$ cat src/hw/rtl/hce_pkg.sv
// ----------------------------------------------------------------------------
// hce_pkg
// Shared types, constants and the modulo-26 reduction for the Hill cipher
// encryption unit.
// ----------------------------------------------------------------------------
package hce_pkg;

  localparam int LETTER_W    = 5;
  localparam int ROW_ENTRIES = 4;
  localparam int ROW_W       = ROW_ENTRIES * LETTER_W;
  localparam int IDX_W       = 2;
  localparam int SIZE_W      = 3;
  localparam int PROD_W      = 2 * LETTER_W;
  localparam int SUM_W       = 12;
  localparam int CFG_IDX_W   = 3;

  // Register indexes on the configuration channel.
  localparam logic [CFG_IDX_W-1:0] REG_KEY_SIZE  = 3'd0;
  localparam logic [CFG_IDX_W-1:0] REG_KEY_ROW_0 = 3'd1;
  localparam logic [CFG_IDX_W-1:0] REG_KEY_ROW_1 = 3'd2;
  localparam logic [CFG_IDX_W-1:0] REG_KEY_ROW_2 = 3'd3;
  localparam logic [CFG_IDX_W-1:0] REG_KEY_ROW_3 = 3'd4;

  localparam logic [6:0] ALPHABET   = 7'd26;
  localparam logic [6:0] ALPHABET_2 = 7'd52;

  // (h * 256) mod 26 and (h * 16) mod 26 for a 4-bit digit h.
  localparam logic [LETTER_W-1:0] TAB_HI [16] = '{
    5'd0, 5'd22, 5'd18, 5'd14, 5'd10, 5'd6, 5'd2, 5'd24,
    5'd20, 5'd16, 5'd12, 5'd8, 5'd4, 5'd0, 5'd22, 5'd18
  };
  localparam logic [LETTER_W-1:0] TAB_MID [16] = '{
    5'd0, 5'd16, 5'd6, 5'd22, 5'd12, 5'd2, 5'd18, 5'd8,
    5'd24, 5'd14, 5'd4, 5'd20, 5'd10, 5'd0, 5'd16, 5'd6
  };

  // One complete plaintext block; lanes at or beyond the block size are zero.
  typedef struct packed {
    logic [SIZE_W-1:0]                  size;
    logic [ROW_ENTRIES-1:0][LETTER_W-1:0] letter;
  } block_t;

  // Reduces a 12-bit sum modulo 26 from its three hex digits.
  function automatic logic [LETTER_W-1:0] mod26(input logic [SUM_W-1:0] s);
    logic [6:0] t;
    t = 7'(TAB_HI[s[11:8]]) + 7'(TAB_MID[s[7:4]]) + 7'(s[3:0]);
    if (t >= ALPHABET_2) begin
      t = t - ALPHABET_2;
    end else if (t >= ALPHABET) begin
      t = t - ALPHABET;
    end
    return t[LETTER_W-1:0];
  endfunction

endpackage

$ cat src/hw/rtl/hill_cipher_encrypt_unit.sv
// ----------------------------------------------------------------------------
// hill_cipher_encrypt_unit
// Hill cipher encryption: plaintext letters are grouped into blocks of
// key_size letters, and each block is multiplied by the key matrix mod 26.
// ----------------------------------------------------------------------------
//
//  Channel   Direction  Beat content
//  --------  ---------  -----------------------------------------------------
//  s_axis    in         tdata[4:0] plain_letter, tlast end_of_message
//  m_axis    out        tdata[4:0] cipher_letter, tlast last_of_block
//  cfg       in         cfg_index register number, cfg_data register value
//
//  One letter is taken per cycle while the block queue has room and one
//  ciphertext letter is sent per cycle while m_axis is ready, so a block of n
//  letters in gives n letters out at full rate. The first ciphertext letter of
//  a block passes the queue, the dot-product stage and the output register.
//  Reset clears the key to the identity with a block size of one and empties
//  the pipeline. A stall on m_axis backs up the output register, the
//  dot-product stage and then the two-block queue, and only then is s_axis
//  held off; the configuration channel is always ready.
//
module hill_cipher_encrypt_unit #(
  parameter int MAX_KEY_SIZE = 4
) (
  input  logic                             clk,
  input  logic                             rst,
  input  logic                             s_axis_tvalid,
  output logic                             s_axis_tready,
  input  logic [7:0]                       s_axis_tdata,  // [4:0] plain_letter
  input  logic                             s_axis_tlast,
  output logic                             m_axis_tvalid,
  input  logic                             m_axis_tready,
  output logic [7:0]                       m_axis_tdata,  // [4:0] cipher_letter
  output logic                             m_axis_tlast,
  input  logic                             cfg_valid,
  output logic                             cfg_ready,
  input  logic [hce_pkg::CFG_IDX_W-1:0]    cfg_index,
  input  logic [hce_pkg::ROW_W-1:0]        cfg_data
);

  // A key row holds four entries, so blocks never exceed four letters.
  localparam int LANES = (MAX_KEY_SIZE < hce_pkg::ROW_ENTRIES) ?
                         MAX_KEY_SIZE : hce_pkg::ROW_ENTRIES;

  logic [hce_pkg::SIZE_W-1:0]   key_size;
  logic [hce_pkg::ROW_W-1:0]    key_row [hce_pkg::ROW_ENTRIES];
  logic [hce_pkg::SIZE_W-1:0]   size_eff;
  logic                         cfg_write;
  logic                         size_write;

  logic                         q_push;
  hce_pkg::block_t              q_data;
  logic                         q_full;
  logic                         q_pop;
  logic                         q_valid;
  hce_pkg::block_t              q_head;
  logic [hce_pkg::LETTER_W-1:0] out_letter;

  assign cfg_ready  = 1'b1;
  assign cfg_write  = cfg_valid && cfg_ready;
  assign size_write = cfg_write && cfg_index == hce_pkg::REG_KEY_SIZE;

  // Block size of zero acts as one; oversized values saturate.
  always_comb begin
    if (key_size == '0) begin
      size_eff = hce_pkg::SIZE_W'(1);
    end else if (key_size > hce_pkg::SIZE_W'(LANES)) begin
      size_eff = hce_pkg::SIZE_W'(LANES);
    end else begin
      size_eff = key_size;
    end
  end

  always_ff @(posedge clk) begin
    if (rst) begin
      key_size   <= hce_pkg::SIZE_W'(1);
      key_row[0] <= hce_pkg::ROW_W'(1);
      key_row[1] <= hce_pkg::ROW_W'(32);
      key_row[2] <= hce_pkg::ROW_W'(1024);
      key_row[3] <= hce_pkg::ROW_W'(32768);
    end else if (cfg_write) begin
      case (cfg_index)
        hce_pkg::REG_KEY_SIZE:  key_size   <= cfg_data[hce_pkg::SIZE_W-1:0];
        hce_pkg::REG_KEY_ROW_0: key_row[0] <= cfg_data;
        hce_pkg::REG_KEY_ROW_1: key_row[1] <= cfg_data;
        hce_pkg::REG_KEY_ROW_2: key_row[2] <= cfg_data;
        hce_pkg::REG_KEY_ROW_3: key_row[3] <= cfg_data;
        default: ;
      endcase
    end
  end

  hce_front #(
    .LANES (LANES)
  ) u_front (
    .clk       (clk),
    .rst       (rst),
    .in_valid  (s_axis_tvalid),
    .in_ready  (s_axis_tready),
    .in_letter (s_axis_tdata[hce_pkg::LETTER_W-1:0]),
    .in_last   (s_axis_tlast),
    .size      (size_eff),
    .restart   (size_write),
    .q_full    (q_full),
    .q_push    (q_push),
    .q_data    (q_data)
  );

  hce_block_queue u_queue (
    .clk        (clk),
    .rst        (rst),
    .push       (q_push),
    .push_data  (q_data),
    .full       (q_full),
    .pop        (q_pop),
    .head_valid (q_valid),
    .head       (q_head)
  );

  hce_back u_back (
    .clk        (clk),
    .rst        (rst),
    .head_valid (q_valid),
    .head       (q_head),
    .pop        (q_pop),
    .key_row    (key_row),
    .out_valid  (m_axis_tvalid),
    .out_ready  (m_axis_tready),
    .out_letter (out_letter),
    .out_last   (m_axis_tlast)
  );

  assign m_axis_tdata = {3'b000, out_letter};

endmodule

$ cat src/hw/rtl/hce_front.sv
// ----------------------------------------------------------------------------
// hce_front
// Collects plaintext letters into a block and hands complete blocks to the
// block queue; drops a partial block at end of message.
// ----------------------------------------------------------------------------
module hce_front #(
  parameter int LANES = 4
) (
  input  logic                                clk,
  input  logic                                rst,
  input  logic                                in_valid,
  output logic                                in_ready,
  input  logic [hce_pkg::LETTER_W-1:0]        in_letter,
  input  logic                                in_last,
  input  logic [hce_pkg::SIZE_W-1:0]          size,
  input  logic                                restart,
  input  logic                                q_full,
  output logic                                q_push,
  output hce_pkg::block_t                     q_data
);

  logic [hce_pkg::IDX_W-1:0]    cnt;
  logic [hce_pkg::LETTER_W-1:0] buffer [LANES];
  logic                         accept;
  logic                         complete;

  assign in_ready = !q_full;
  assign accept   = in_valid && in_ready;
  assign complete = (hce_pkg::SIZE_W'(cnt) + 3'd1) == size;
  assign q_push   = accept && complete;

  always_comb begin
    q_data        = '0;
    q_data.size   = size;
    for (int i = 0; i < LANES; i++) begin
      if (hce_pkg::SIZE_W'(i) < size) begin
        q_data.letter[i] = (hce_pkg::IDX_W'(i) == cnt) ? in_letter : buffer[i];
      end
    end
  end

  always_ff @(posedge clk) begin
    if (rst) begin
      cnt <= '0;
    end else if (restart) begin
      cnt <= '0;
    end else if (accept) begin
      if (complete || in_last) begin
        cnt <= '0;
      end else begin
        cnt <= cnt + 1'b1;
      end
    end
  end

  always_ff @(posedge clk) begin
    for (int i = 0; i < LANES; i++) begin
      if (accept && hce_pkg::IDX_W'(i) == cnt) begin
        buffer[i] <= in_letter;
      end
    end
  end

endmodule

$ cat src/hw/rtl/hce_block_queue.sv
// ----------------------------------------------------------------------------
// hce_block_queue
// Two-entry queue of complete plaintext blocks between front and back.
// ----------------------------------------------------------------------------
module hce_block_queue (
  input  logic            clk,
  input  logic            rst,
  input  logic            push,
  input  hce_pkg::block_t push_data,
  output logic            full,
  input  logic            pop,
  output logic            head_valid,
  output hce_pkg::block_t head
);

  hce_pkg::block_t entry [2];
  logic            wr_ptr;
  logic            rd_ptr;
  logic [1:0]      count;

  assign full       = count == 2'd2;
  assign head_valid = count != 2'd0;
  assign head       = entry[rd_ptr];

  always_ff @(posedge clk) begin
    if (rst) begin
      wr_ptr <= 1'b0;
      rd_ptr <= 1'b0;
      count  <= '0;
    end else begin
      if (push) begin
        wr_ptr <= !wr_ptr;
      end
      if (pop) begin
        rd_ptr <= !rd_ptr;
      end
      case ({push, pop})
        2'b10:   count <= count + 2'd1;
        2'b01:   count <= count - 2'd1;
        default: count <= count;
      endcase
    end
  end

  always_ff @(posedge clk) begin
    if (push) begin
      entry[wr_ptr] <= push_data;
    end
  end

endmodule

$ cat src/hw/rtl/hce_back.sv
// ----------------------------------------------------------------------------
// hce_back
// Walks the key rows of the head block, one ciphertext letter per cycle unless
// the output stalls: a dot-product stage, then modulo-26 into the output register.
// ----------------------------------------------------------------------------
module hce_back (
  input  logic                          clk,
  input  logic                          rst,
  input  logic                          head_valid,
  input  hce_pkg::block_t               head,
  output logic                          pop,
  input  logic [hce_pkg::ROW_W-1:0]     key_row [hce_pkg::ROW_ENTRIES],
  output logic                          out_valid,
  input  logic                          out_ready,
  output logic [hce_pkg::LETTER_W-1:0]  out_letter,
  output logic                          out_last
);

  logic [hce_pkg::IDX_W-1:0]  row;
  logic                       row_last;
  logic                       issue;
  logic                       a_load;
  logic                       b_load;
  logic                       a_valid;
  logic [hce_pkg::SUM_W-1:0]  a_sum;
  logic                       a_last;
  logic [hce_pkg::SUM_W-1:0]  dot;
  logic [hce_pkg::ROW_W-1:0]  sel_row;

  assign b_load   = !out_valid || out_ready;
  assign a_load   = !a_valid || b_load;
  assign issue    = head_valid && a_load;
  assign row_last = (hce_pkg::SIZE_W'(row) + 3'd1) == head.size;
  assign pop      = issue && row_last;
  assign sel_row  = key_row[row];

  always_comb begin
    dot = '0;
    for (int i = 0; i < hce_pkg::ROW_ENTRIES; i++) begin
      dot = dot + hce_pkg::SUM_W'(
                    hce_pkg::PROD_W'(sel_row[i*hce_pkg::LETTER_W +: hce_pkg::LETTER_W])
                    * hce_pkg::PROD_W'(head.letter[i]));
    end
  end

  always_ff @(posedge clk) begin
    if (rst) begin
      row       <= '0;
      a_valid   <= 1'b0;
      out_valid <= 1'b0;
    end else begin
      if (issue) begin
        row <= row_last ? '0 : row + 1'b1;
      end
      if (a_load) begin
        a_valid <= issue;
      end
      if (b_load) begin
        out_valid <= a_valid;
      end
    end
  end

  always_ff @(posedge clk) begin
    if (issue) begin
      a_sum  <= dot;
      a_last <= row_last;
    end
    if (b_load) begin
      out_letter <= hce_pkg::mod26(a_sum);
      out_last   <= a_last;
    end
  end

endmodule

$ cat config.mk
export PLATFORM = sky130hd
export DESIGN_NAME = hill_cipher_encrypt_unit
export DESIGN_NICKNAME = d
export VERILOG_FILES = /design/src/hw/rtl/hce_pkg.sv /design/src/hw/rtl/hill_cipher_encrypt_unit.sv /design/src/hw/rtl/hce_front.sv /design/src/hw/rtl/hce_block_queue.sv /design/src/hw/rtl/hce_back.sv
export SDC_FILE = /design/constraint.sdc
export NUM_CORES = 1
export LEC_CHECK = 0
export BUFFER_PORTS_ARGS = -buffer_cell sky130_fd_sc_hd__clkbuf_2
export CORE_ASPECT_RATIO = 0.7
export CORE_MARGIN = 5
export CORE_UTILIZATION = 40
export DETAILED_ROUTE_END_ITERATION = 7
export HOLD_SLACK_MARGIN = 0.08
export PLACE_DENSITY_LB_ADDON = 0.08
export SLEW_MARGIN = 30
export SYNTH_ARGS = -nofsm -noshare
export SYNTH_HDL_FRONTEND = slang
export SYNTH_SLANG_ARGS = --single-unit
export TNS_END_PERCENT = 5
$ cat constraint.sdc
create_clock -name clk -period 9.9 [get_ports clk]
set_input_delay 1.485 -clock clk [delete_from_list [all_inputs] [get_ports clk]]
set_output_delay 1.485 -clock clk [all_outputs]
set_load 0.01 [all_outputs]
Yosys cells after proc, flatten, opt, wreduce, memory -nomap -nowiden --
Memory sizes are Yosys's and may differ from the RTL's. A register that Yosys moved wholly into a read port is not among the register bits. Index checks and enable logic that the tools add are counted.
Word-level totals: bits in registers 112, bits in writable memories 66, bits in read-only memories 160, output and inout bits 12, logic and storage cells 136, memories kept 4
Memories:
- (name not given) | words 16, width 5, read ports 1, clocked after Yosys merged registers in 0, wr ports 0, line hce_pkg.sv:46 | t = 7'(TAB_HI[s[11:8]]) + 7'(TAB_MID[s[7:4]]) + 7'(s[3:0]);
- (name not given) | words 16, width 5, read ports 1, clocked after Yosys merged registers in 0, wr ports 0, line hce_pkg.sv:46
- u_queue.entry | words 2, width 23, read ports 1, clocked after Yosys merged registers in 1, wr ports 1, line hce_block_queue.sv:16 | hce_pkg::block_t entry [2];
- u_front.buffer | words 4, width 5, read ports 4, clocked after Yosys merged registers in 0, wr ports 1, line hce_front.sv:23 | logic [hce_pkg::LETTER_W-1:0] buffer [LANES];
Cells by class: add/subtract/negate cells 13, multiply operators 4, order comparisons 10, eq/ne operators 12, multiplexer cells 43, bitwise operators 3, reductions and logical operators 31
Operators with widths (number):
- $mux W5 | 17
- $bmux W20 S2 | 1
- $mul A5 B5 Y10 | 4
- $mux W20 | 2
- $add A12 B10 Y12 | 2
- $mux W1 | 15
- $reduce_or A5 Y1 | 3
- $add A10 B10 Y11 | 1
- $ge A5 B5 Y1 const B | 2
- $mux W2 | 5
- $not A4 Y5 | 2
- $reduce_and A2 Y1 | 5
- $sub A5 B5 Y5 const B | 2
- $logic_and A1 B1 Y1 | 9
- $add A6 B4 Y7 | 1
- $ge A7 B5 Y1 const B | 1
- $ge A7 B6 Y1 const B | 1
- $add A2 B1 Y2 const B | 3
- $add A2 B1 Y3 const B | 2
- $add A5 B5 Y6 | 1
- $eq A3 B2 Y1 const B | 2
- $eq A3 B3 Y1 | 2
- $logic_not A3 Y1 | 2
- $lt A1 B3 Y1 const A | 2
- other kinds (18) | 29

Depth between registers and ports, before layout --
depth after elaboration 10, mapped depth 32, mapped depth without buffers 29

By module --
From an unflattened synthesis, not the netlist that was laid out.
Unflattened totals: cell total of the unflattened synthesis 1080, area total of the unflattened synthesis 12056.6 sq um
Modules (own cells, without submodules):
- hce_back | instances 1, cells an instance 578, area each 5639.2 sq um
- hill_cipher_encrypt_unit | instances 1, cells an instance 312, area each 3382.0 sq um
- hce_block_queue | instances 1, cells an instance 93, area each 1858.0 sq um
- hce_front | instances 1, cells an instance 97, area each 1177.4 sq um

Worst setup path after synthesis --
OpenSTA, ideal clock, no wires.
path kind reg-to-reg, from register u_back.row[0] in the netlist's numbering, to register u_back.a_sum[10] in the netlist's numbering, data pin, setup time 266 ps, arrival 7368 ps, required time 9634 ps, setup slack 2266 ps, cell stages (with the launch flop) 30, path buffers 3, period minus slack after synthesis 7634 ps, path through dfxtp_1 buf_2 buf_2 buf_2 mux4_2 nor2b_1 fa_1 inv_1 fa_1 inv_1 fa_1 fa_1 inv_1 fa_1 inv_1 ha_1 a21oi_1 a2bb2oi_1 nor2b_1 xnor2_1 ha_1 inv_1 fa_1 fa_1 inv_1 ha_1 inv_1 o22ai_1 o41ai_1 xnor2_1
Between the ends: cells in the longest elaborated chain, start to end 8
Ends and longest elaborated chain:
- start, declared | line hce_back.sv:19 | logic [hce_pkg::IDX_W-1:0] row;
- start signal, assigned | line hce_back.sv:53 | row <= row_last ? '0 : row + 1'b1;
- $not A2 Y3 (not written as such) (*) | line hce_back.sv:35 | assign sel_row = key_row[row];
- $bmux W20 S2 (*) | line hce_back.sv:35
- $mux W20 (not written as such) (*) (2 in a row) | line hce_back.sv:35
- $mul A5 B5 Y10 | line hce_back.sv:42 | * hce_pkg::PROD_W'(head.letter[i]));
- $add A10 B10 Y11 | line hce_back.sv:40 | dot = dot + hce_pkg::SUM_W'(
- $add A12 B10 Y12 | line hce_back.sv:40
- $add A12 B10 Y12 (*) | line hce_back.sv:40
- via u_back.dot, one bit | line hce_back.sv:27 | logic [hce_pkg::SUM_W-1:0] dot;
- end signal, assigned | line hce_back.sv:66 | a_sum <= dot;
- end, declared | line hce_back.sv:25 | logic [hce_pkg::SUM_W-1:0] a_sum;
The timed path passes the listed nets; every way through them passes the cells marked *. The select of a mux whose other input is x is not followed. A chain may end at the register's enable or synchronous reset.

Worst setup path after layout --
from register u_back.row[1] in the netlist's numbering, to register u_back.a_sum[10] in the netlist's numbering, data pin
Same word-level chain as after synthesis.

==> run_results.csv <==
group,metric,value,unit
pwr,p_leak,5.16,nW
clock_tree,hold_buffers,0,
clock_tree,numCtsBuffers,17,
timing,worst_pin_slew,822,ps
floorplan,core_area,28100,um^2
placement,placed_area,12100,um^2
clock_tree,cts.clk_slew.worst_paths,70,ps
layout,drive_above_1_share,0.119,
clock_tree,cts_buffer_depth,2,
floorplan,io_pins,49,
synthesis,synth_area_leaders,"edfxtp_1 22%, dfxtp_1 16%, fa_1 13%",
timing,maxSlewHeadroom,0.451,
setup_path,worstPathArrival,8540,ps
timing,clock_skew,6.49,ps
setup_path,cpMaxStageDelayCell,"dfxtp_1",
hold_path,min_path_cells,0,
timing,fin_crit,8350,ps
floorplan,dieArea,32300,um^2
synthesis,async_flop_share,0,
detailed_routing,vias,7548,
global_routing,grt_pass1_wl,41700,um
synthesis,synthFlopType,"dfxtp_1",
timing,finalSetupViolations,0,
synthesis,synth_area_per_cell,10.2,um^2
detailed_routing,drtIter0Drc,351,
outcome,status,"completed",
floorplan,die_h,152,um
clock_tree,clock_latency,440,ps
timing,holdWs,431,ps
synthesis,synth-edff-count,85,
run,drv_cap,0,
setup_path,rr_worst_depth,27,
layout,nFillCells,2756,
clock_tree,cts_setup_buffers,0,
setup_path,endpoint_kind,"flip-flop",
setup_path,worst-path-max-fanout,11,
clock_tree,root_buffer,"clkbuf_16",
synthesis,synth_top_area_frac,0.222,
pwr,powerDensity,274,nW/um^2
detailed_routing,drc,0,
synthesis,synth_cell_types,50,
clock_tree,cts_tree,"yes",
layout,utilization,0.452,
floorplan,fp-row-count,51,
clock_tree,cts.sinks,179,
timing,maxSlewViolCount,0,
floorplan,dieWidth,213,um
synthesis,ys_ff_latch,179,
setup_path,critPathKind,"flip-flop to flip-flop",
synthesis,synth_area_leader_cell,"edfxtp_1",
detailed_routing,drt_pass1_iterations,5,
hold_path,hp-class,"flip-flop to flip-flop",
layout,final_cells,1534,
placement,io_buffers,41,
global_routing,grt_max_degree,95,
layout,nNetsFinal,1355,
synthesis,netlist_area,11500,um^2
synthesis,netlist_top_cells_count,"212 x nand2_1, 119 x inv_1, 102 x a21oi_1",
placement,dp_hpwl,19600,um
setup_path,cp.required,10080,ps
detailed_routing,wl_per_cell,17.0,um
synthesis,netlist_instances,1121,
hold_path,hp-start,"u_back.a_last$_DFFE_PP_",
setup_path,start_kind,"flip-flop",
layout,syn2layout_area_growth,10.5,%
setup_path,slowest_delay,850,ps
setup_path,r2r_end,"u_back.a_sum[10]$_DFFE_PP_",
layout,n_antenna_cell,0,
hold_path,hold_end,"u_back.out_last$_DFFE_PP_",
global_routing,antenna_found_initial,0,
floorplan,start_util,0.409,
layout,design_area,12700,um^2
timing,hold_viol_final,0,
setup_path,r2r_start,"u_back.row[1]$_SDFFE_PP0P_",
timing,final.setup.tns,0,ps
synthesis,yosysMostFrequentCell,"nand2_1",
clock_tree,post_cts_resized,0,
clock_tree,h-tree-depth,4,
synthesis,synth-seq-area-share,0.386,
pwr,power,3.48,mW
synthesis,synth_warnings,0,
global_routing,grt_usage,0.166,
placement,gp_congestion,0.789,
setup_path,reg2reg_setup_slack,1550,ps
detailed_routing,wl,26100,um
placement,dp.cells,1502,
placement,place_ws,1520,ps
timing,rsz0062_at_grt,"false",
detailed_routing,avgViaCountPerCell,4.92,
timing,final.period_utilization,0.844,
global_routing,grt.overflow.total,0,
setup_path,crit_top_cell,"fa_1",
global_routing,grt_pass1_vias,7326,
timing,fin_ws,1550,ps
detailed_routing,ant_nets,0,
pwr,vdd_drop_max,383,uV
timing,fmax,0.120,GHz
## critical path: cells and delay by family, from the launching register on
| kind | cells | cell delay (ps) |
|---|---|---|
| XOR/XNOR | 2 | 240 |
| flip-flops | 1 | 850 |
| AO/OA/AOI/OAI | 5 | 1130 |
| AND/OR/NAND/NOR | 2 | 320 |
| buffers and inverters | 7 | 710 |
| adder cells (fa/ha/maj) | 10 | 4220 |
| multiplexers | 1 | 640 |
## sequential cells by signal, indices dropped and copies added (netlist names), 2 cells and up, named ones only
register / count
key_row: 80
u_queue.entry: 46
u_front.buffer: 20
u_back.a_sum: 12
u_back.out_letter: 5
key_size: 3
u_back.row: 2
u_front.cnt: 2
u_queue.count: 2
## area by class of cell
type / count / area, um^2 / share of cell area
Sequential cell: 179 / 4440 / 0.349
Multi-Input combinational cell: 781 / 6440 / 0.507
Tap cell: 371 / 464 / 0.0366
Clock inverter: 12 / 131 / 0.0103
Clock buffer: 20 / 478 / 0.0377
Inverter: 119 / 447 / 0.0352
Timing Repair Buffer: 52 / 299 / 0.0236
## report_power, final
| part | switching (mW) | internal [mW] | total, mW |
|---|---|---|---|
| Combinational | 1.04 | 0.730 | 1.77 |
| Clock | 0.312 | 0.385 | 0.697 |
| Sequential | 0.0683 | 0.949 | 1.02 |
| Total | 1.42 | 2.06 | 3.48 |
## worst max-delay path by stage
stage	startpoint	to	slack, ps	cells after the start
floorplan	u_back.row[0]$_SDFFE_PP0P_	u_back.a_sum[10]$_DFFE_PP_	2270	29
global placement	u_back.row[1]$_SDFFE_PP0P_	u_back.a_sum[10]$_DFFE_PP_	1510	27
detailed placement	u_back.row[1]$_SDFFE_PP0P_	u_back.a_sum[10]$_DFFE_PP_	1520	24
CTS	u_back.row[1]$_SDFFE_PP0P_	u_back.a_sum[10]$_DFFE_PP_	1490	24
global route	u_back.row[1]$_SDFFE_PP0P_	u_back.a_sum[10]$_DFFE_PP_	1080	24
finish	u_back.row[1]$_SDFFE_PP0P_	u_back.a_sum[10]$_DFFE_PP_	1550	27
## cells by family (layout without fill, tap and decap cells)
logic type / Yosys count / count (layout) / synth area share
other: 2 / 4 / 0.000654
DFF: 179 / 179 / 0.386
and+or+nand+nor: 367 / 367 / 0.148
buffers and inverters: 163 / 203 / 0.0559
adders and majority gates: 168 / 168 / 0.233
xor gates and xnor gates: 28 / 28 / 0.0213
muxes: 70 / 70 / 0.0849
AOI/OAI and AO/OA: 144 / 144 / 0.0711
## cell usage in the layout (no fill, tap or decap), types with 3 or more instances in the layout
master and n:
mux2i_1 30, xnor2_1 20, nor3_1 9, inv_8 3, a21oi_1 102, a31oi_1 3
nand3b_1 6, mux2_2 20, fa_1 76, and3_1 4, o21bai_1 4, edfxtp_1 85
inv_6 3, o31ai_1 3, nor2_1 29, inv_1 119, mux4_2 20, o21ai_0 12
xor2_1 8, conb_1 4, nand2b_1 7, ha_1 92, nor2b_1 42, or3_1 3
a211o_1 3, buf_4 9, dfxtp_1 93, nand2_1 212, clkbuf_16 18, a21o_1 6
and2_1 37, clkbuf_2 40
## per-layer routing
metal / wire, um / vias up / GRT usage
li1: - / 3760 / -
met1: 14400 / 3669 / 0.274
met2: 10600 / 104 / 0.225
met3: 928 / 15 / 0.0303
met4: 197 / 0 / 0.0323
met5: 0 / - / 0
No activity file was read; power rests on OpenSTA's default activity.
